<file path="src/sv/nearest_point_on_box_macros.svh">
// Assertion macros shared by the nearest_point_on_box RTL
`ifndef NEAREST_POINT_ON_BOX_MACROS_SVH
`define NEAREST_POINT_ON_BOX_MACROS_SVH

// Same-cycle implication, checked on clk, off while rst_n is low
`define NPB_ASSERT_IMP(label, ante, cons, msg) \
    label: assert property (@(posedge clk) disable iff (!rst_n) (ante) |-> (cons)) \
        else $error(msg);

// Implication whose consequent is checked after the delay given by n
`define NPB_ASSERT_DELAY(label, ante, n, cons, msg) \
    label: assert property (@(posedge clk) disable iff (!rst_n) (ante) |-> ##n (cons)) \
        else $error(msg);

`endif

</file>
<file path="src/sv/npb_pkg.sv">
// Shared constants and types for the nearest-point-on-box pipeline
package npb_pkg;

    localparam int COORD_WIDTH_DEF = 24;
    localparam int FRAC_BITS       = 12;
    localparam int BOX_MAX_RESET   = 1 << FRAC_BITS;
    localparam int NUM_AXES        = 3;
    localparam int AXIS_WIDTH      = 2;
    localparam int FACE_WIDTH      = 4;
    localparam int CFG_INDEX_WIDTH = 3;

    localparam logic signed [FACE_WIDTH-1:0] FACE_MISS = '1;

    // Per-stage control that travels with the data
    typedef struct packed {
        logic valid;
        logic mode;
    } npb_ctl_t;

    // Per-axis classification of the sample against the box
    typedef struct packed {
        logic [NUM_AXES-1:0] below;
        logic [NUM_AXES-1:0] above;
        logic [NUM_AXES-1:0] side_max;
    } npb_flags_t;

endpackage

</file>
<file path="src/sv/npb_dist.sv">
// Stages 4-5: squared offsets, then sum, radius test and result registers
module npb_dist
    import npb_pkg::*;
#(
    parameter int COORD_WIDTH = COORD_WIDTH_DEF
)
(
    input  logic                            clk,
    input  logic                            rst_n,
    input  npb_ctl_t                        in_ctl,
    input  logic signed [COORD_WIDTH-1:0]   in_point [NUM_AXES],
    input  logic        [COORD_WIDTH:0]     in_offset [NUM_AXES],
    input  logic signed [FACE_WIDTH-1:0]    in_face,
    input  logic        [2*COORD_WIDTH+1:0] in_radius,
    output logic                            done,
    output logic                            hit,
    output logic signed [COORD_WIDTH-1:0]   near [NUM_AXES],
    output logic signed [FACE_WIDTH-1:0]    face
);

    localparam int SQ_W  = 2 * COORD_WIDTH + 2;
    localparam int DSQ_W = SQ_W + 2;

    npb_ctl_t                      ctl4_reg;
    logic        [SQ_W-1:0]        sq4_reg [NUM_AXES];
    logic signed [COORD_WIDTH-1:0] point4_reg [NUM_AXES];
    logic signed [FACE_WIDTH-1:0]  face4_reg;
    logic        [SQ_W-1:0]        rad4_reg;

    logic [DSQ_W-1:0] dsq;
    logic             hit_next;

    logic                          done_reg;
    logic                          hit_reg;
    logic signed [COORD_WIDTH-1:0] near_reg [NUM_AXES];
    logic signed [FACE_WIDTH-1:0]  face_reg;

    assign dsq = DSQ_W'(sq4_reg[0]) + DSQ_W'(sq4_reg[1]) + DSQ_W'(sq4_reg[2]);
    assign hit_next = dsq <= DSQ_W'(rad4_reg);

    always_ff @(posedge clk or negedge rst_n)
    begin
        if (!rst_n)
        begin
            ctl4_reg <= '0;
            done_reg <= 1'b0;
        end
        else
        begin
            ctl4_reg <= in_ctl;
            done_reg <= ctl4_reg.valid;
        end
    end

    always_ff @(posedge clk)
    begin
        face4_reg <= in_face;
        rad4_reg  <= in_radius;
        hit_reg   <= hit_next;
        face_reg  <= hit_next ? face4_reg : FACE_MISS;
        for (int a = 0; a < NUM_AXES; a++)
        begin
            sq4_reg[a]    <= SQ_W'(in_offset[a]) * SQ_W'(in_offset[a]);
            point4_reg[a] <= in_point[a];
            near_reg[a]   <= point4_reg[a];
        end
    end

    assign done = done_reg;
    assign hit  = hit_reg;
    assign near = near_reg;
    assign face = face_reg;

endmodule

</file>
<file path="config.mk">
export PLATFORM = sky130hd
export DESIGN_NAME = npb_dist
export DESIGN_NICKNAME = d
export VERILOG_FILES = /design/src/sv/nearest_point_on_box_macros.svh /design/src/sv/npb_pkg.sv /design/src/sv/npb_dist.sv
export SDC_FILE = /design/constraint.sdc
export NUM_CORES = 2
export LEC_CHECK = 0
export ABC_AREA = 1
export BUFFER_PORTS_ARGS = -buffer_cell sky130_fd_sc_hd__clkbuf_2
export CORE_ASPECT_RATIO = 0.6
export CORE_MARGIN = 10
export CORE_UTILIZATION = 40
export CTS_CLUSTER_SIZE = 14
export DETAILED_ROUTE_END_ITERATION = 6
export SLEW_MARGIN = 20
export SYNTH_ARGS = -nofsm -noshare
export SYNTH_HDL_FRONTEND = slang
export SYNTH_SLANG_ARGS = --single-unit
</file>
<file path="constraint.sdc">
create_clock -name clk -period 3.6 [get_ports clk]
set_clock_uncertainty 0.05 [all_clocks]
set_input_delay 0.36 -clock clk [delete_from_list [all_inputs] [get_ports clk]]
set_output_delay 0.36 -clock clk [all_outputs]
set_load 0.005 [all_outputs]
</file>
==> impl_metrics.json <==
{
  "timing.critical_path.required_ps": 4000,
  "critical_path.top_delay_family": "adder cells",
  "wl_per_cell_um": 17.5,
  "largest_register_ff_count": 147,
  "numClockSinks": 352,
  "achievable-frequency_mhz": 170,
  "timing.setup.critical_path_class": "in2reg",
  "buffer_ports.inserted": 281,
  "number_of_standard_cells_after_synthesis": 8018,
  "clock_tree_from_tritoncts": "done",
  "cpMostUsedCell": "sky130_fd_sc_hd__fa_1",
  "worst_setup_path_end_kind": "register",
  "finalSetupViolations": 140,
  "ioPinCount": 283,
  "post_synth_arst_share_pct": 0.568,
  "overall_die_width_um": 552,
  "dr.first_iter.drc_count": 3737,
  "wire_length_of_the_first_global_routing_pass_um": 332000,
  "timing.hold.worst.class": "in2async",
  "max_stage_delay_ps": 570,
  "ant_nets": 0,
  "rows": 116,
  "gp_congestion": 0.946,
  "worst_pin_slew_ps": 689,
  "failing_checks": "setup timing",
  "globalRoute.totalOverflow": 0,
  "post_synthesis_area_per_instance_um2": 8.46,
  "outcome": "complete, but fails checks",
  "dominantRegCellSynth": "sky130_fd_sc_hd__dfxtp_1",
  "critPathLaunchType": "input pin",
  "share_of_cells_above_drive_strength_1_pct": 32.1,
  "finalHoldViolations": 0,
  "slew_headroom_pct": 53.7,
  "critical_path_arrival_ps": 6300,
  "ctsLongestPathBuffers": 3,
  "maxSlewViolCount": 0,
  "place_inst": 11700,
  "synth-edff-count": 0,
  "synth_sequential_area_ratio_pct": 10.4,
  "maximum_number_of_pins_on_one_net_before_global_route_repair": 18,
  "path_clk_slew_ps": 60,
  "ctsRootBufferMaster": "sky130_fd_sc_hd__clkbuf_16",
  "design.final.nets": 12200,
  "drt_pass1_iterations": 6,
  "syn_area_um2": 67900,
  "syn_to_final_growth_pct": 39.2,
  "cts-htree-levels": 2,
  "place_hpwl_um": 179000,
  "rsz0062_at_grt": "true",
  "clock_period_minus_final_worst_setup_slack_ps": 5900,
  "floorplan.initialDensity_pct": 40.5,
  "core_region_area_um2": 168000,
  "clkLatencyLatePin_ps": 600,
  "critical_path_peak_fanout": 5,
  "synth-warning-count": 0,
  "cts_made_buffers": 39,
  "via_count_of_the_first_global_routing_pass": 59400,
  "drv_cap": 0,
  "timing.reg2reg.setup_slack_ps": -1200,
  "route.final.wire_length_um": 213000,
  "cell_variety_after_synth": 51,
  "ys_seq_elements": 352,
  "crit_buf_inv": 12,
  "vias": 56100,
  "die_area_um2": 187000,
  "post-route-period-util_pct": 164,
  "instances_no_fill": 12100,
  "routed_via_density": 4.63,
  "initial_antenna_violation_count": 5,
  "remaining_design_rule_violation_count": 0,
  "final.setup.worst_slack_ps": -2300,
  "critPathSlowestCell": "sky130_fd_sc_hd__fa_1",
  "die_height_um": 339,
  "groute.usage.overall_pct": 22.2,
  "fillers": 14600
}
==> layout by cell type (no fill, tap or decap), types with 19 or more instances in the layout <==
master and count:
sky130_fd_sc_hd__a21oi_1 154, sky130_fd_sc_hd__inv_1 2466, sky130_fd_sc_hd__o21ai_1 28, sky130_fd_sc_hd__nand2_1 1074
sky130_fd_sc_hd__a31oi_4 29, sky130_fd_sc_hd__ha_4 96, sky130_fd_sc_hd__a31oi_1 25, sky130_fd_sc_hd__buf_4 1364
sky130_fd_sc_hd__nand2_4 97, sky130_fd_sc_hd__o21ai_2 42, sky130_fd_sc_hd__nor2_2 58, sky130_fd_sc_hd__ha_1 561
sky130_fd_sc_hd__dfxtp_1 348, sky130_fd_sc_hd__fa_1 1341, sky130_fd_sc_hd__a21oi_4 41, sky130_fd_sc_hd__a21oi_2 89
sky130_fd_sc_hd__nor2_4 49, sky130_fd_sc_hd__clkbuf_8 23, sky130_fd_sc_hd__xnor2_1 63, sky130_fd_sc_hd__a31oi_2 19
sky130_fd_sc_hd__nand2_2 182, sky130_fd_sc_hd__nand3_1 48, sky130_fd_sc_hd__fa_2 107, sky130_fd_sc_hd__dlygate4sd3_1 128
sky130_fd_sc_hd__inv_2 249, sky130_fd_sc_hd__buf_12 95, sky130_fd_sc_hd__buf_6 119, sky130_fd_sc_hd__nand3_2 24
sky130_fd_sc_hd__o21ai_0 50, sky130_fd_sc_hd__buf_8 23, sky130_fd_sc_hd__nor3_1 19, sky130_fd_sc_hd__clkbuf_2 223
sky130_fd_sc_hd__nor2_1 197, sky130_fd_sc_hd__clkbuf_16 56, sky130_fd_sc_hd__xor2_1 112
==> Yosys cell counts (all sizes together) (4+ instances only) <==
cell type,count,area (µm²)
a21oi,284,1460
o21a,18,135
a21o,17,128
xor2,133,1160
dfxtp,350,7010
o31ai,7,52.6
o221ai,4,35.0
ha,663,8300
a211oi,6,45.0
inv,2723,10200
or2,6,37.5
o21ai,131,697
nand3,78,410
nor2,304,1160
xnor2,88,771
and3,9,56.3
o2111ai,4,35.0
a21boi,11,93.8
nor3,26,141
o21bai,16,128
fa,1448,29000
nand4,18,125
o211ai,7,52.6
nand2,1359,5140
a31oi,73,457
clkbuf,206,773
nor4,13,81.3
==> cell families after synthesis <==
logic type	after synthesis	share of synthesized area (%)
DFF	352	10.4
AOI/OAI and AO/OA	585	4.98
buffers and inverters	2930	16.2
and+or+nand+nor	1817	10.6
other	2	0.0111
adders and majority gates	2111	54.9
xor gates and xnor gates	221	2.85
==> area by class of cell <==
cell class	instances	area (µm²)	share of cell area [%]
repair buffers	2008	17400	18.4
clock inverters	23	254	0.269
well taps	2242	2810	2.97
clock buffers	46	1030	1.09
diodes	2	5.00	0.00530
multi-input cells	4737	55700	59.0
flip-flops and latches	352	7060	7.48
inverters	2724	10200	10.8
==> path summary, 6_finish.rpt <==
kind	endpoint	start	cells past startpoint
max	sq4_reg[0][38]	in_offset[65]	28
min	ctl4_reg[1]	rst_n	2
max reg2reg	face[3]	sq4_reg[0][116]	28
min reg2reg	near[41]	point4_reg[0][41]	0
max in group asynchronous	done	rst_n	2
min in group clk	near[41]	point4_reg[0][41]	0
==> routing by layer <==
metal  track usage, %  wire length, µm  vias to the layer above
li1                 -                -                    26600
met1             34.7           105000                    27700
met2             31.3            86200                     1756
met3             5.82            19100                      133
met4             2.75             2350                        2
met5                0               13                        -
==> metrics by stage <==
stage	instance area [µm²]	hold slack (ps)	utilization, %	setup WS [ps]	setup TNS [ps]
2_1_floorplan	72000	14.4	-	-2270	-229550
3_3_place_gp	84800	96.7	50.6	-2940	-335680
3_5_place_dp	84800	98.9	50.6	-3050	-340550
4_1_cts	90500	6.25	54.0	-2180	-237300
5_1_grt	94400	38.9	56.3	-2480	-272930
6_report	94400	57.0	56.3	-2300	-248470
==> what timing repair did <==
| item | in CTS | in global routing |
|---|---|---|
| setup buffers | 73 | 135 |
| hold buffers | 128 | 0 |
| endpoints found under the setup margin | 140 | 140 |
| cloned | 15 | 7 |
| pin swaps | 256 | 415 |
| resized for setup | 541 | 722 |
| endpoints found under the hold margin | 129 | 0 |
Power is left out: the tool's default activity adds up to more than one toggle a clock period on the data nets, which glitch-free logic cannot reach.
