<file path="src/sv/nearest_point_on_box_macros.svh">
// Assertion macros shared by the nearest_point_on_box RTL
`ifndef NEAREST_POINT_ON_BOX_MACROS_SVH
`define NEAREST_POINT_ON_BOX_MACROS_SVH

// Same-cycle implication, checked on clk, off while rst_n is low
`define NPB_ASSERT_IMP(label, ante, cons, msg) \
    label: assert property (@(posedge clk) disable iff (!rst_n) (ante) |-> (cons)) \
        else $error(msg);

// Implication whose consequent is checked after the delay given by n
`define NPB_ASSERT_DELAY(label, ante, n, cons, msg) \
    label: assert property (@(posedge clk) disable iff (!rst_n) (ante) |-> ##n (cons)) \
        else $error(msg);

`endif

</file>
<file path="src/sv/npb_pkg.sv">
// Shared constants and types for the nearest-point-on-box pipeline
package npb_pkg;

    localparam int COORD_WIDTH_DEF = 24;
    localparam int FRAC_BITS       = 12;
    localparam int BOX_MAX_RESET   = 1 << FRAC_BITS;
    localparam int NUM_AXES        = 3;
    localparam int AXIS_WIDTH      = 2;
    localparam int FACE_WIDTH      = 4;
    localparam int CFG_INDEX_WIDTH = 3;

    localparam logic signed [FACE_WIDTH-1:0] FACE_MISS = '1;

    // Per-stage control that travels with the data
    typedef struct packed {
        logic valid;
        logic mode;
    } npb_ctl_t;

    // Per-axis classification of the sample against the box
    typedef struct packed {
        logic [NUM_AXES-1:0] below;
        logic [NUM_AXES-1:0] above;
        logic [NUM_AXES-1:0] side_max;
    } npb_flags_t;

endpackage

</file>
<file path="src/sv/npb_classify.sv">
// Stages 1-2: clamp/side classification per axis, then distance to target plane
module npb_classify
    import npb_pkg::*;
#(
    parameter int COORD_WIDTH = COORD_WIDTH_DEF
)
(
    input  logic                            clk,
    input  logic                            rst_n,
    input  npb_ctl_t                        in_ctl,
    input  logic signed [COORD_WIDTH-1:0]   sample [NUM_AXES],
    input  logic        [2*COORD_WIDTH+1:0] radius,
    input  logic signed [COORD_WIDTH-1:0]   box_lo [NUM_AXES],
    input  logic signed [COORD_WIDTH-1:0]   box_hi [NUM_AXES],
    output npb_ctl_t                        out_ctl,
    output npb_flags_t                      out_flags,
    output logic signed [COORD_WIDTH-1:0]   out_sample [NUM_AXES],
    output logic signed [COORD_WIDTH-1:0]   out_target [NUM_AXES],
    output logic        [COORD_WIDTH:0]     out_mag [NUM_AXES],
    output logic        [2*COORD_WIDTH+1:0] out_radius
);

    localparam int SUM_W = COORD_WIDTH + 1;
    localparam int RAD_W = 2 * COORD_WIDTH + 2;

    // stage 1 combinational
    logic signed [SUM_W-1:0]       pair_sum [NUM_AXES];
    logic signed [SUM_W-1:0]       twice_s  [NUM_AXES];
    logic                          side_hi  [NUM_AXES];
    npb_flags_t                    flags_next;
    logic signed [COORD_WIDTH-1:0] target_next [NUM_AXES];

    // stage 1 registers
    npb_ctl_t                      ctl1_reg;
    npb_flags_t                    flags1_reg;
    logic signed [COORD_WIDTH-1:0] s1_reg [NUM_AXES];
    logic signed [COORD_WIDTH-1:0] t1_reg [NUM_AXES];
    logic        [RAD_W-1:0]       rad1_reg;

    // stage 2 combinational
    logic signed [SUM_W-1:0]       diff_pos [NUM_AXES];
    logic signed [SUM_W-1:0]       diff_neg [NUM_AXES];
    logic        [SUM_W-1:0]       mag_next [NUM_AXES];

    // stage 2 registers
    npb_ctl_t                      ctl2_reg;
    npb_flags_t                    flags2_reg;
    logic signed [COORD_WIDTH-1:0] s2_reg [NUM_AXES];
    logic signed [COORD_WIDTH-1:0] t2_reg [NUM_AXES];
    logic        [SUM_W-1:0]       mag2_reg [NUM_AXES];
    logic        [RAD_W-1:0]       rad2_reg;

    always_comb
    begin
        for (int a = 0; a < NUM_AXES; a++)
        begin
            pair_sum[a] = SUM_W'(box_lo[a]) + SUM_W'(box_hi[a]);
            twice_s[a]  = $signed({sample[a], 1'b0});
            side_hi[a]  = twice_s[a] > pair_sum[a];
            flags_next.below[a] = sample[a] < box_lo[a];
            flags_next.above[a] = !flags_next.below[a] && (sample[a] > box_hi[a]);
            // degenerate axis (min == max) reports the min face
            flags_next.side_max[a] = side_hi[a] && (box_hi[a] != box_lo[a]);
            if (flags_next.below[a])
            begin
                target_next[a] = box_lo[a];
            end
            else if (flags_next.above[a] || side_hi[a])
            begin
                target_next[a] = box_hi[a];
            end
            else
            begin
                target_next[a] = box_lo[a];
            end
        end
    end

    always_comb
    begin
        for (int a = 0; a < NUM_AXES; a++)
        begin
            diff_pos[a] = SUM_W'(t1_reg[a]) - SUM_W'(s1_reg[a]);
            diff_neg[a] = SUM_W'(s1_reg[a]) - SUM_W'(t1_reg[a]);
            mag_next[a] = diff_pos[a][SUM_W-1] ? $unsigned(diff_neg[a])
                                                : $unsigned(diff_pos[a]);
        end
    end

    always_ff @(posedge clk or negedge rst_n)
    begin
        if (!rst_n)
        begin
            ctl1_reg <= '0;
            ctl2_reg <= '0;
        end
        else
        begin
            ctl1_reg <= in_ctl;
            ctl2_reg <= ctl1_reg;
        end
    end

    always_ff @(posedge clk)
    begin
        flags1_reg <= flags_next;
        rad1_reg   <= radius;
        flags2_reg <= flags1_reg;
        rad2_reg   <= rad1_reg;
        for (int a = 0; a < NUM_AXES; a++)
        begin
            s1_reg[a]   <= sample[a];
            t1_reg[a]   <= target_next[a];
            s2_reg[a]   <= s1_reg[a];
            t2_reg[a]   <= t1_reg[a];
            mag2_reg[a] <= mag_next[a];
        end
    end

    assign out_ctl    = ctl2_reg;
    assign out_flags  = flags2_reg;
    assign out_radius = rad2_reg;
    assign out_sample = s2_reg;
    assign out_target = t2_reg;
    assign out_mag    = mag2_reg;

endmodule

</file>
<file path="config.mk">
export PLATFORM = sky130hd
export DESIGN_NAME = npb_classify
export DESIGN_NICKNAME = d
export VERILOG_FILES = /design/src/sv/nearest_point_on_box_macros.svh /design/src/sv/npb_pkg.sv /design/src/sv/npb_classify.sv
export SDC_FILE = /design/constraint.sdc
export NUM_CORES = 1
export LEC_CHECK = 0
export ABC_CLOCK_PERIOD_IN_PS = 4050
export BUFFER_PORTS_ARGS = -buffer_cell sky130_fd_sc_hd__clkbuf_2
export CORE_ASPECT_RATIO = 2
export CORE_MARGIN = 2
export CORE_UTILIZATION = 54
export CTS_BUF_LIST = sky130_fd_sc_hd__clkbuf_2
export CTS_CLUSTER_SIZE = 16
export DETAILED_ROUTE_END_ITERATION = 16
export GPL_ROUTABILITY_DRIVEN = 0
export PLACE_DENSITY = 0.77
export SYNTH_ARGS = -nofsm -noshare
export SYNTH_HDL_FRONTEND = slang
export SYNTH_SLANG_ARGS = --single-unit
</file>
<file path="constraint.sdc">
create_clock -name clk -period 4.05 [get_ports clk]
set_clock_uncertainty 0.15 [all_clocks]
set_input_delay 0.81 -clock clk [delete_from_list [all_inputs] [get_ports clk]]
set_output_delay 0.81 -clock clk [all_outputs]
set_load 0.01 [all_outputs]
</file>
==> impl_metrics.yaml <==
placement:
  dp.final_hpwl_um: 78540
  port_buffers: 549
  dp_slack_ps: -1534
  numPlacedInstances: 4332
sta:
  fmax_mhz: 214.0
  hold_violations: 0
  worst_slack_ps: -623.3
  relSlewSlack: 0.3709
  min_period_ps: 4673
  period_share: 1.154
  worst_slew_pin_slew_ps: 940.2
  slew_viol_final: 0
  rsz0062_at_grt: "yes"
  setup_violations: 73
floorplan:
  die_x_um: 162.1
  row_count: 116
  ios: 550
  core_mm2: 0.04978
  die_h_um: 320.3
  start_util: 0.5426
  dieArea_mm2: 0.05193
status:
  violations: "setup timing"
  status: "complete, but fails checks"
global_route:
  grt_pass1_vias: 29530
  grt_usage: 0.4050
  antenna_found_initial: 11
  grt_overflow_total: 0
  grt_pass1_wl_um: 159400
  grt_max_degree: 19
worst_setup_path:
  r2r-start: "t1_reg[0][36]$_DFF_P_"
  r2r_setup_slack_ps: 250
  cp.arrival_ps: 5520
  startpoint: "box_lo[36]"
  crit_type: "primary input to flop"
  path_max_fanout: 6
  crit_path_end: "t1_reg[0][24]$_DFF_P_"
  r2r_cells: 12
  required_ps: 4900
  r2r-end: "out_mag[44]$_DFF_P_"
  cp-start-kind: "primary input"
  end_kind: "flop"
layout:
  stdcell_count: 4814
  drive_gt1_frac: 0.2831
  fillers: 3351
  largest_reg_flops: 75
  seqCellArea_mm2: 0.009729
  multi_input_area_mm2: 0.01619
  fin_util: 0.7509
  finalNetCount: 4792
  syn_to_final_growth_pct: 38.40
power_and_ir_drop:
  peakVddDrop_uv: 252.1
  p_comb_frac: 0.453
  p_int_uw: 9752
  clockPowerShare: 0.183
  leakage_uw: 0.01967
  power.total_uw: 16470
  p_switching_uw: 6721
  power_density_mw_per_mm2: 440.7
  seqPwrFrac: 0.365
  swShare: 0.4080
drt:
  post_drt_via_cell_ratio: 5.871
  firstDrtPassIters: 8
  wl_um: 112000
  drtIter0Drc: 2000
  num_vias: 28270
  drc: 0
  wl_per_cell_um: 23.28
  detail-route-antenna-nets: 0
cts:
  cts_root_buf: "clkbuf_2"
  htreeDepth: 3
  clockBufferDepth: 3
  cts_sinks: 485
  clock_latency_ps: 1190
  numCtsBuffers: 102
  path_clk_slew_ps: 110
  cts_tree: "yes"
logic_synthesis:
  synthDistinctLibCells: 90
  yosysSeqAreaShare: 0.3602
  syn-instance-count: 2871
  syn_nets: 3579
  syn_area_mm2: 0.02701
  avgSynthCellArea_um2: 9.408
  synthArstFlopShare: 0.008247
  synth_flop_cell: "dfxtp_1"
  synth_edf_count: 0
  yosys_warnings: 0
  synth_seq_cells: 485
run:
  maxCapViolCount: 0
hold_path:
  hold_class: "flop to flop"
  hold_depth: 0
## cells in the final DEF (no fill, tap or decap), drive strengths merged, types with 18 or more instances in the layout
cell,netlist,layout
a2111oi,18,18
a211oi,31,31
a21o,161,161
a21oi,239,239
a31oi,26,26
buf,49,369
clkbuf,26,679
clkinv,0,37
dfxtp,481,481
dlygate4sd3,0,269
ha,429,429
inv,338,342
mux2i,98,98
nand2,102,102
nand2b,27,27
nand3,47,47
nand4,47,47
nor2,116,116
nor2b,42,42
nor3,42,42
nor4,26,26
o21a,32,32
o21ai,112,112
o21bai,33,33
o31ai,18,18
xnor2,62,62
xor2,61,61
## power by group through the flow
| stage | sequential [uW] | clock, uW | combinational, uW |
|---|---|---|---|
| 4_1_cts | 5970 | 3000 | 6890 |
| 5_1_grt | 6070 | 3240 | 7890 |
| 6_report | 6010 | 3010 | 7460 |
| 3_5_place_dp | 6080 | 0 | 6560 |
| 2_1_floorplan | 6270 | 0 | 3620 |
| 3_3_place_gp | 6060 | 0 | 6450 |
## per-layer routing
metal  vias to the layer above  routed length (um)  track usage
met3                       726                9469       0.1009
met1                     13150               32370       0.3248
met4                         8               12740       0.3906
met2                      1715               57420       0.7666
li1                      12670                   -            -
met5                         -                  55            0
## cell families after synthesis
logic type,synth area share
buffers and inverters,0.06124
DFF,0.3602
and+or+nand+nor,0.1011
AOI/OAI and AO/OA,0.1899
muxes,0.04234
adders and majority gates,0.2054
xor gates and xnor gates,0.03988
## worst min path at each step
stage	from	end	slack, ps
global route	radius[8]	rad1_reg[8]$_DFF_P_	60
finish	t1_reg[0][40]$_DFF_P_	out_target[40]$_DFF_P_	140
floorplan	flags1_reg[0]$_DFF_P_	out_flags[0]$_DFF_P_	160
global placement	rad1_reg[22]$_DFF_P_	out_radius[22]$_DFF_P_	160
detailed placement	flags1_reg[8]$_DFF_P_	out_flags[8]$_DFF_P_	160
CTS	box_hi[33]	flags1_reg[1]$_DFF_P_	2
## what timing repair did
item | in CTS | in global routing
hold buffers | 270 | 0
resized for setup | 33 | 74
endpoints found under the setup margin | 48 | 74
buffers inserted | 7 | 19
cloned | 1 | 2
pin swaps | 28 | 38
hold endpoints to repair | 202 | 0
## worst max-delay path, cell delays in order
cell and delay, ps:
dlygate4sd3_1 560, clkbuf_2 140, ha_1 240, a21oi_1 230
o21ai_0 160, a21o_1 210, a41o_1 260, buf_4 160
buf_4 130, nor2b_1 140, nor2_1 80, xnor2_1 140
ha_1 320, nand2_1 80, nor2_1 310, a2111oi_4 100
o21ai_2 350, a21oi_2 60, a21o_1 250, a21oi_4 180
buf_12 180, buf_12 130, mux2_4 280
## final cells by class
| cell class | instances | share of cell area |
|---|---|---|
| diodes | 7 | 0.0004686 |
| clock buffers | 134 | 0.01794 |
| inverters | 338 | 0.03394 |
| multi-input cells | 1973 | 0.4330 |
| flip-flops and latches | 485 | 0.2603 |
| well taps | 649 | 0.02172 |
| clock inverters | 44 | 0.005355 |
| repair buffers | 1184 | 0.2273 |
## stage by stage
step	area [um2]	hold slack, ps	TNS, ps
2_1_floorplan	27280	159.6	-43400
3_3_place_gp	33050	159.7	-91620
3_5_place_dp	33050	162.1	-98810
4_1_cts	36900	2.242	-293.3
5_1_grt	37380	61.52	-22340
6_report	37380	138.8	-21360
## cell usage after synthesis (all sizes together), types with 32 or more instances
library cell	count	share of area
nor3	42	0.0082
mux2i	98	0.037
o21ai	112	0.021
a21oi	239	0.045
dfxtp	481	0.36
nand2	102	0.014
xnor2	62	0.020
a21o	161	0.045
o21bai	33	0.0092
nor2	116	0.016
ha	429	0.20
xor2	61	0.020
nand4	47	0.011
nor2b	42	0.0097
buf	49	0.011
inv	338	0.047
nand3	47	0.0087
o21a	32	0.0089
(Power assumes the default switching activity.)
