--- src/sv/nearest_point_on_box_macros.svh ---
// Assertion macros shared by the nearest_point_on_box RTL
`ifndef NEAREST_POINT_ON_BOX_MACROS_SVH
`define NEAREST_POINT_ON_BOX_MACROS_SVH

// Same-cycle implication, checked on clk, off while rst_n is low
`define NPB_ASSERT_IMP(label, ante, cons, msg) \
    label: assert property (@(posedge clk) disable iff (!rst_n) (ante) |-> (cons)) \
        else $error(msg);

// Implication whose consequent is checked after the delay given by n
`define NPB_ASSERT_DELAY(label, ante, n, cons, msg) \
    label: assert property (@(posedge clk) disable iff (!rst_n) (ante) |-> ##n (cons)) \
        else $error(msg);

`endif

--- src/sv/npb_pkg.sv ---
// Shared constants and types for the nearest-point-on-box pipeline
package npb_pkg;

    localparam int COORD_WIDTH_DEF = 24;
    localparam int FRAC_BITS       = 12;
    localparam int BOX_MAX_RESET   = 1 << FRAC_BITS;
    localparam int NUM_AXES        = 3;
    localparam int AXIS_WIDTH      = 2;
    localparam int FACE_WIDTH      = 4;
    localparam int CFG_INDEX_WIDTH = 3;

    localparam logic signed [FACE_WIDTH-1:0] FACE_MISS = '1;

    // Per-stage control that travels with the data
    typedef struct packed {
        logic valid;
        logic mode;
    } npb_ctl_t;

    // Per-axis classification of the sample against the box
    typedef struct packed {
        logic [NUM_AXES-1:0] below;
        logic [NUM_AXES-1:0] above;
        logic [NUM_AXES-1:0] side_max;
    } npb_flags_t;

endpackage

--- src/sv/npb_select.sv ---
// Stage 3: pick projection planes and face, form projected point and offsets
module npb_select
    import npb_pkg::*;
#(
    parameter int COORD_WIDTH = COORD_WIDTH_DEF
)
(
    input  logic                            clk,
    input  logic                            rst_n,
    input  npb_ctl_t                        in_ctl,
    input  npb_flags_t                      in_flags,
    input  logic signed [COORD_WIDTH-1:0]   in_sample [NUM_AXES],
    input  logic signed [COORD_WIDTH-1:0]   in_target [NUM_AXES],
    input  logic        [COORD_WIDTH:0]     in_mag [NUM_AXES],
    input  logic        [2*COORD_WIDTH+1:0] in_radius,
    output npb_ctl_t                        out_ctl,
    output logic signed [COORD_WIDTH-1:0]   out_point [NUM_AXES],
    output logic        [COORD_WIDTH:0]     out_offset [NUM_AXES],
    output logic signed [FACE_WIDTH-1:0]    out_face,
    output logic        [2*COORD_WIDTH+1:0] out_radius
);

    localparam int SUM_W = COORD_WIDTH + 1;
    localparam int RAD_W = 2 * COORD_WIDTH + 2;

    logic [NUM_AXES-1:0] clamped;
    logic                outside;
    logic lt01, lt02, lt12, lt10, lt20, lt21;
    logic [NUM_AXES-1:0] pick_oh;    // face mode: single nearest plane
    logic [NUM_AXES-1:0] far_oh;     // edge mode: last after stable sort
    logic [NUM_AXES-1:0] near_oh;    // edge mode: first after stable sort
    logic [NUM_AXES-1:0] second_oh;  // edge mode: second, sets the face
    logic [NUM_AXES-1:0] face_oh;
    logic [NUM_AXES-1:0] proj;
    logic signed [FACE_WIDTH-1:0] face_next;

    npb_ctl_t                      ctl_reg;
    logic signed [COORD_WIDTH-1:0] point_reg [NUM_AXES];
    logic        [SUM_W-1:0]       offset_reg [NUM_AXES];
    logic signed [FACE_WIDTH-1:0]  face_reg;
    logic        [RAD_W-1:0]       rad_reg;

    assign clamped = in_flags.below | in_flags.above;
    assign outside = |clamped;

    assign lt01 = in_mag[0] < in_mag[1];
    assign lt02 = in_mag[0] < in_mag[2];
    assign lt12 = in_mag[1] < in_mag[2];
    assign lt10 = in_mag[1] < in_mag[0];
    assign lt20 = in_mag[2] < in_mag[0];
    assign lt21 = in_mag[2] < in_mag[1];

    always_comb
    begin
        if (lt01)
        begin
            pick_oh = lt02 ? 3'b001 : 3'b100;
        end
        else
        begin
            pick_oh = lt12 ? 3'b010 : 3'b100;
        end
        // ties rank the lower axis first
        far_oh    = {!lt20 && !lt21, !lt10 && lt21, lt10 && lt20};
        near_oh   = {lt20 && lt21, lt10 && !lt21, !lt10 && !lt20};
        second_oh = ~(far_oh | near_oh);
    end

    always_comb
    begin
        face_next = FACE_MISS;
        proj      = '0;
        face_oh   = '0;
        if (!outside)
        begin
            if (in_ctl.mode)
            begin
                proj    = ~far_oh;
                face_oh = second_oh;
            end
            else
            begin
                proj    = pick_oh;
                face_oh = pick_oh;
            end
        end
        for (int a = 0; a < NUM_AXES; a++)
        begin
            if (outside)
            begin
                // last clamped axis wins
                if (clamped[a])
                begin
                    face_next = {1'b0, AXIS_WIDTH'(a), in_flags.above[a]};
                end
            end
            else if (face_oh[a])
            begin
                face_next = {1'b0, AXIS_WIDTH'(a), in_flags.side_max[a]};
            end
        end
    end

    always_ff @(posedge clk or negedge rst_n)
    begin
        if (!rst_n)
        begin
            ctl_reg <= '0;
        end
        else
        begin
            ctl_reg <= in_ctl;
        end
    end

    always_ff @(posedge clk)
    begin
        face_reg <= face_next;
        rad_reg  <= in_radius;
        for (int a = 0; a < NUM_AXES; a++)
        begin
            if (clamped[a] || proj[a])
            begin
                point_reg[a]  <= in_target[a];
                offset_reg[a] <= in_mag[a];
            end
            else
            begin
                point_reg[a]  <= in_sample[a];
                offset_reg[a] <= '0;
            end
        end
    end

    assign out_ctl    = ctl_reg;
    assign out_point  = point_reg;
    assign out_offset = offset_reg;
    assign out_face   = face_reg;
    assign out_radius = rad_reg;

endmodule

--- config.mk ---
export PLATFORM = sky130hd
export DESIGN_NAME = npb_select
export DESIGN_NICKNAME = d
export VERILOG_FILES = /design/src/sv/nearest_point_on_box_macros.svh /design/src/sv/npb_pkg.sv /design/src/sv/npb_select.sv
export SDC_FILE = /design/constraint.sdc
export NUM_CORES = 1
export LEC_CHECK = 0
export BUFFER_PORTS_ARGS = -buffer_cell sky130_fd_sc_hd__clkbuf_2
export CAP_MARGIN = 20
export CORE_AREA = 2 2 190 192
export CTS_CLUSTER_SIZE = 40
export DETAILED_ROUTE_END_ITERATION = 16
export DIE_AREA = 0 0 192 194
export PLACE_DENSITY = 0.54
export RECOVER_POWER = 50
export SYNTH_ARGS = -nofsm -noshare
export SYNTH_HDL_FRONTEND = slang
export SYNTH_SLANG_ARGS = --single-unit
--- constraint.sdc ---
create_clock -name clk -period 0.8 [get_ports clk]
set_clock_uncertainty 0.05 [all_clocks]
set_input_delay 0.04 -clock clk [delete_from_list [all_inputs] [get_ports clk]]
set_output_delay 0.04 -clock clk [all_outputs]
set_load 0.01 [all_outputs]
==> reports/qor.yml, run 1 <==
outcome: "finished with violations"
violations: "hold timing, setup timing"
timing_worst_slew_pin_value_ns: 0.386
synth_largest_area_cell: "dfxtp_1"
drive_gt1_share_pct: 53.9
grt_pass1_vias: 8976
cts-root-buf: "clkbuf_16"
cts-buffers-inserted: 23
fmax_mhz: 391
finalCritPeriodShare_pct: 320
coreArea_mm2: 0.0352
max_stage_delay_ns: 0.43
grt_max_degree: 22
cpMostUsedCell: "ha_4"
timing.final.ws_setup_ns: -1.76
startpoint_type: "input port"
drt_first_pass_iters: 4
dieArea_mm2: 0.0372
clock_path_buffers: 3
yosys.area_share.simple_pct: 10.3
ir_worst_vdd_uv: 1780
diodes: 0
crit_path_end_kind: "register"
leakagePower_nw: 8.04
start_util_pct: 21.9
fp-row-count: 69
place.gp.congestion: 0.835
yosys.area_share.adder_pct: 12.7
postCtsHoldBufs: 280
ios: 485
hold_depth: 5
slew_viol_final: 0
power_density_mw_per_mm2: 1740
syn2layout_area_growth_pct: 113
synth_top_family_by_area: "multiplexers"
hold_viol_final: 2
synthTopCellsByArea: "dfxtp_1, ha_1, mux2_4"
die_w_um: 192
netlist_instances: 656
fp.dieH_um: 194
crit_type: "input port to register"
synth_nets: 1016
drcViolationCount: 0
synth_compound_area_share_pct: 6.50
met3_length_mm: 2.86
synth-xor-area-share_pct: 0
cts_sinks: 203
grt-ovfl-total: 0
seq_area_frac_synth_pct: 52.9
port_buffers: 484
final_nets: 1907
path_clk_slew_ns: 0.06
cp_max_fo: 5
min_from: "in_flags[4]"
topRoutingLayerUsed: "met5"
antenna_left: 0
netlist_top_cells_count: "dfxtp_1, ha_1, inv_1"
arrival_ns: 2.91
setup_violations: 354
ys_types: 49
vias_per_cell: 4.08
fillCellCount: 3148
grt_usage_pct: 17.9
path_cells: "clkbuf_2, ha_4, a21oi_2, o21ai_2, a221o_1, or3_4, a2111o_1, buf_6, ha_4, inv_2, a22o_4, a21oi_4, buf_12, clkbuf_16, mux2_4"
whs_ns: -0.0681
synth_most_common_cell: "dfxtp_1"
holdPathEnd: "out_face[3]$_DFF_P_"
synth_area_per_cell_um2: 11.7
post_drt_wl_per_cell_um: 17.4
slew_headroom_pct: 74.0
antenna_found_initial: 2
synth_seq_cells: 203
synth_edf_count: 0
drt-initial-drc-count: 134
worst_ep_required_time_ns: 1.15
hpwl_mm: 25.1
cts_tree: "yes"
wl_met2_mm: 17.3
cp_slowest_cell: "a2111o_1"
syn-cell-area_mm2: 0.00770
rsz0062_at_grt: "true"
grt_first_pass_wirelength_mm: 50.7
routed_wl_mm: 35.3
min_period_ns: 2.56
wl_met1_mm: 13.6
synthFlopType: "dfxtp_1"
synth_top_area_share_pct: 52.3
hold_class: "input port to register"
yosysWarningCount: 0
htree_num_levels: 1
synth_mux_area_share_pct: 13.1
num_vias: 8256
synth_async_sr_flop_share_pct: 0.985
p_total_mw: 28.5
setup_tns_ns: -298.74
cap_viol_max_count: 0
==> placed cells by master, fill, tap and decap left out, drive strengths merged, types with 3 or more instances in the layout <==
cell type,Yosys,layout
o211ai,4,4
mux2,73,73
ha,78,78
buf,13,125
a21o,5,5
bufinv,0,3
clkbuf,4,511
o21ai,13,13
dlygate4sd3,0,280
nand2,17,17
nor2,42,42
dfxtp,201,201
nor3,6,6
nor2b,27,27
nand3,7,7
a21oi,30,30
and2,25,25
clkinv,0,4
and3,3,3
a211oi,3,3
inv,58,59
nand4,16,16
==> area by class of cell <==
class	count	area, µm²	share of cell area (%)
clock buffers	33	653	3.99
clock inverters	9	130	0.795
inverters	58	279	1.70
multi-input cells	378	4110	25.1
flip-flops and latches	203	4090	25.0
well taps	461	577	3.52
repair buffers	883	6540	39.9
==> what timing repair did <==
item	CTS	global route
setup buffers	14	1
endpoints found under the setup margin	354	354
resized for setup	68	61
hold endpoints to repair	205	2
pin swaps	15	21
gates cloned	3	2
==> stage by stage <==
stage	area (µm²)	utilization [%]	cells	setup slack (ns)	hold slack, ns
4_1_cts	16100	45.7	2024	-1.83	-0.0602
6_report	16400	46.5	2025	-1.76	-0.0681
5_1_grt	16400	46.5	2025	-1.84	-0.0618
3_3_place_gp	12000	34.1	1685	-2.58	-0.212
3_5_place_dp	12000	34.1	1685	-2.63	-0.213
2_1_floorplan	8310	-	656	-1.79	-0.306
==> worst max-delay path by stage <==
stage,slack (ns),to,cells after the start,from
after floorplan,-1.79,out_point[10]$_DFF_P_,13,in_mag[31]
after global placement,-2.58,out_offset[13]$_SDFF_PP0_,15,in_mag[27]
after detailed placement,-2.63,out_offset[16]$_SDFF_PP0_,15,in_mag[29]
after CTS,-1.83,out_point[7]$_DFF_P_,15,in_mag[3]
after global routing,-1.84,out_point[13]$_DFF_P_,15,in_mag[31]
final,-1.76,out_point[8]$_DFF_P_,15,in_mag[8]
==> cell families after synthesis <==
logic type,after synthesis
buffers and inverters,75
adder cells (fa/ha/maj),78
flip-flops,203
AO/OA/AOI/OAI,75
AND/OR/NAND/NOR,152
multiplexers,73
==> critical path: cells and delay by family <==
kind	cells	cell delay, ns
compound gates	6	1.14
simple gates	1	0.38
fa+ha+maj	2	0.40
buf+inv	5	0.62
mux	1	0.30
==> routing by layer <==
metal | GRT usage, % | vias up
met3 | 4.89 | 81
met1 | 19.3 | 3827
met2 | 32.4 | 311
met5 | 0 | -
li1 | - | 4033
met4 | 8.09 | 4
==> state kept, by name, summed over array words and instances, names as in the netlist <==
signal / flops
out_offset: 75
out_point: 72
out_radius: 50
out_face: 4
out_ctl: 2
==> power breakdown <==
group	total, mW	switching, mW	internal [mW]	leakage (nW)
Clock	10.9	4.25	6.66	0.382
Combinational	6.50	2.72	3.77	5.94
Sequential	11.1	0.235	10.8	1.72
Power figures use the tool's default switching activity.
==> run 2, diff against run 1 <==
--- a/config.mk
+++ b/config.mk
@@ -11,7 +11,7 @@
 export CTS_CLUSTER_SIZE = 40
 export DETAILED_ROUTE_END_ITERATION = 16
 export DIE_AREA = 0 0 192 194
-export PLACE_DENSITY = 0.54
+export PLACE_DENSITY = 0.57
 export RECOVER_POWER = 50
 export SYNTH_ARGS = -nofsm -noshare
 export SYNTH_HDL_FRONTEND = slang
==> reports/qor.yml, run 2 (synthesis results as in run 1) <==
outcome: "finished with violations"
violations: "hold timing, setup timing"
cp_slowest_cell: "a2111o_1"
finalCritPeriodShare_pct: 316  # -4.0 points
grt_first_pass_wirelength_mm: 52.1  # +2.8%
leakagePower_nw: 8.25  # +2.5%
fp-row-count: 69  # unchanged
min_period_ns: 2.53  # -0.0317 ns
worst_ep_required_time_ns: 1.16  # about the same
arrival_ns: 2.89  # -0.02 ns
startpoint_type: "input port"
ios: 485  # unchanged
mostFrequentLayoutCells: "clkbuf_2, dlygate4sd3_1, dfxtp_1"
fillCellCount: 3064  # -2.7%
syn2layout_area_growth_pct: 121
dp.cells: 1682  # -0.18%
slew_headroom_pct: 68.4  # -5.6 points
power_density_mw_per_mm2: 1740  # +0.26%
final_area_mm2: 0.0170  # +4.1%
drt-initial-drc-count: 181  # +35%
place.gp.congestion: 0.804  # -3.7%
final_cells: 2038  # +0.64%
fmax_mhz: 396  # +1.3%
antenna_found_initial: 5  # +3
grt_usage_pct: 18.5  # +0.61 points
max_stage_delay_ns: 0.44  # about the same
setup_violations: 354  # unchanged
hold_depth: 5  # unchanged
grt_pass1_vias: 8999  # +0.26%
cts_tree: "yes"
top_usage_layer: "met2"
crit_path_end_kind: "register"
htree_num_levels: 1  # unchanged
grt_max_degree: 22  # unchanged
rsz0062_at_grt: "true"
timing_worst_slew_pin_value_ns: 0.469  # +0.0828 ns
dieArea_mm2: 0.0372  # unchanged
postCtsHoldBufs: 280  # unchanged
hold_viol_final: 4  # +2
hpwl_mm: 25.2  # +0.16%
grt_util_met1_pct: 20.9  # +1.7 points
hold_class: "input port to register"
routed_wl_mm: 37.5  # +6.1%
ir_worst_vdd_uv: 1520  # -14%
cts-buffers-inserted: 24  # +4.3%
crit_type: "input port to register"
p_total_mw: 29.7  # +4.4%
whs_ns: -0.0579  # +0.0102 ns
antenna_left: 0  # unchanged
vias_per_cell: 4.11  # +0.83%
setup_tns_ns: -293.87  # +4.86 ns
path_cells: "clkbuf_16, inv_12, ha_4, a21oi_4, o21ai_2, a221o_1, or3_4, a2111o_1, buf_6, ha_4, inv_2, a22o_4, a21oi_4, buf_12, buf_12, mux2_4"
cp_max_fo: 8  # +3
largest_reg_flops: 75  # unchanged
fp.dieH_um: 194  # unchanged
cap_viol_max_count: 0  # unchanged
mostFrequentLayoutCell: "clkbuf_2"
cts-root-buf: "clkbuf_16"
path_clk_slew_ns: 0.06  # about the same
coreArea_mm2: 0.0352  # unchanged
cts_sinks: 203  # unchanged
drcViolationCount: 0  # unchanged
die_w_um: 192  # unchanged
final_nets: 1918  # +0.58%
grt-ovfl-total: 0  # unchanged
slew_viol_final: 0  # unchanged
drive_gt1_share_pct: 58.1  # +4.2 points
drt_first_pass_iters: 4  # unchanged
post_drt_wl_per_cell_um: 18.4  # +5.4%
port_buffers: 484  # unchanged
dpl_cell_area_mm2: 0.0120  # -0.19%
use_met3_pct: 3.96  # -0.92 points
grt_use_met2_pct: 33.4  # +1.0 points
clock_path_buffers: 3  # unchanged
timing.final.ws_setup_ns: -1.73  # +0.0317 ns
start_util_pct: 21.9  # unchanged
num_vias: 8378  # +1.5%
## run 2: worst paths after layout
path                             start                   end  slack, ns
min in group asynchronous        rst_n  out_ctl[1]$_DFF_PN0_       0.41
max in group asynchronous        rst_n  out_ctl[0]$_DFF_PN0_       0.17
setup / recovery            in_mag[31]  out_point[4]$_DFF_P_      -1.73
hold / removal             in_flags[3]   out_face[1]$_DFF_P_      -0.06
## run 2: layout make-up
type,count,area [µm²],share of cell area (%)
repair buffers,893,6870,40.3
multi-input cells,378,4370,25.7
flip-flops and latches,203,4090,24.0
clock buffers,28,636,3.73
well taps,461,577,3.38
inverters,58,287,1.68
clock inverters,15,210,1.23
diodes,2,5.00,0.0294
## run 2: per-layer routing
metal / wire [µm] / part of all wire [%]
met2: 18800 / 50
met1: 14900 / 40
met3: 2510 / 6.7
met4: 1300 / 3.5
met5: 13 / 0.035
## run 2: metrics by stage
stage	util [%]	worst slack, ns	hold slack, ns
after floorplan	-	-1.79	-0.306
after global placement	34.0	-2.37	-0.216
after detailed placement	34.0	-2.42	-0.217
after CTS	46.5	-1.71	-0.0798
after global routing	48.4	-1.77	-0.0457
final	48.4	-1.73	-0.0579
## run 2: critical path, delay by kind of cell
kind	cells	cell delay, ns
adder cells (fa/ha/maj)	2	0.37
buffers and inverters	6	0.63
multiplexers	1	0.30
AO/OA/AOI/OAI	6	1.17
AND/OR/NAND/NOR	1	0.35
## run 2: power by group
group	switching, mW	internal (mW)	total (mW)
clock network	4.68	7.05	11.7
logic	2.88	4.02	6.90
registers	0.246	10.8	11.1
## run 2: what timing repair did
item	in CTS	in global routing
gates cloned	6	6
buffers inserted	14	11
pin swaps	19	42
gates resized for setup	100	144
endpoints found under the setup margin	354	354
endpoints found under the hold margin	205	4
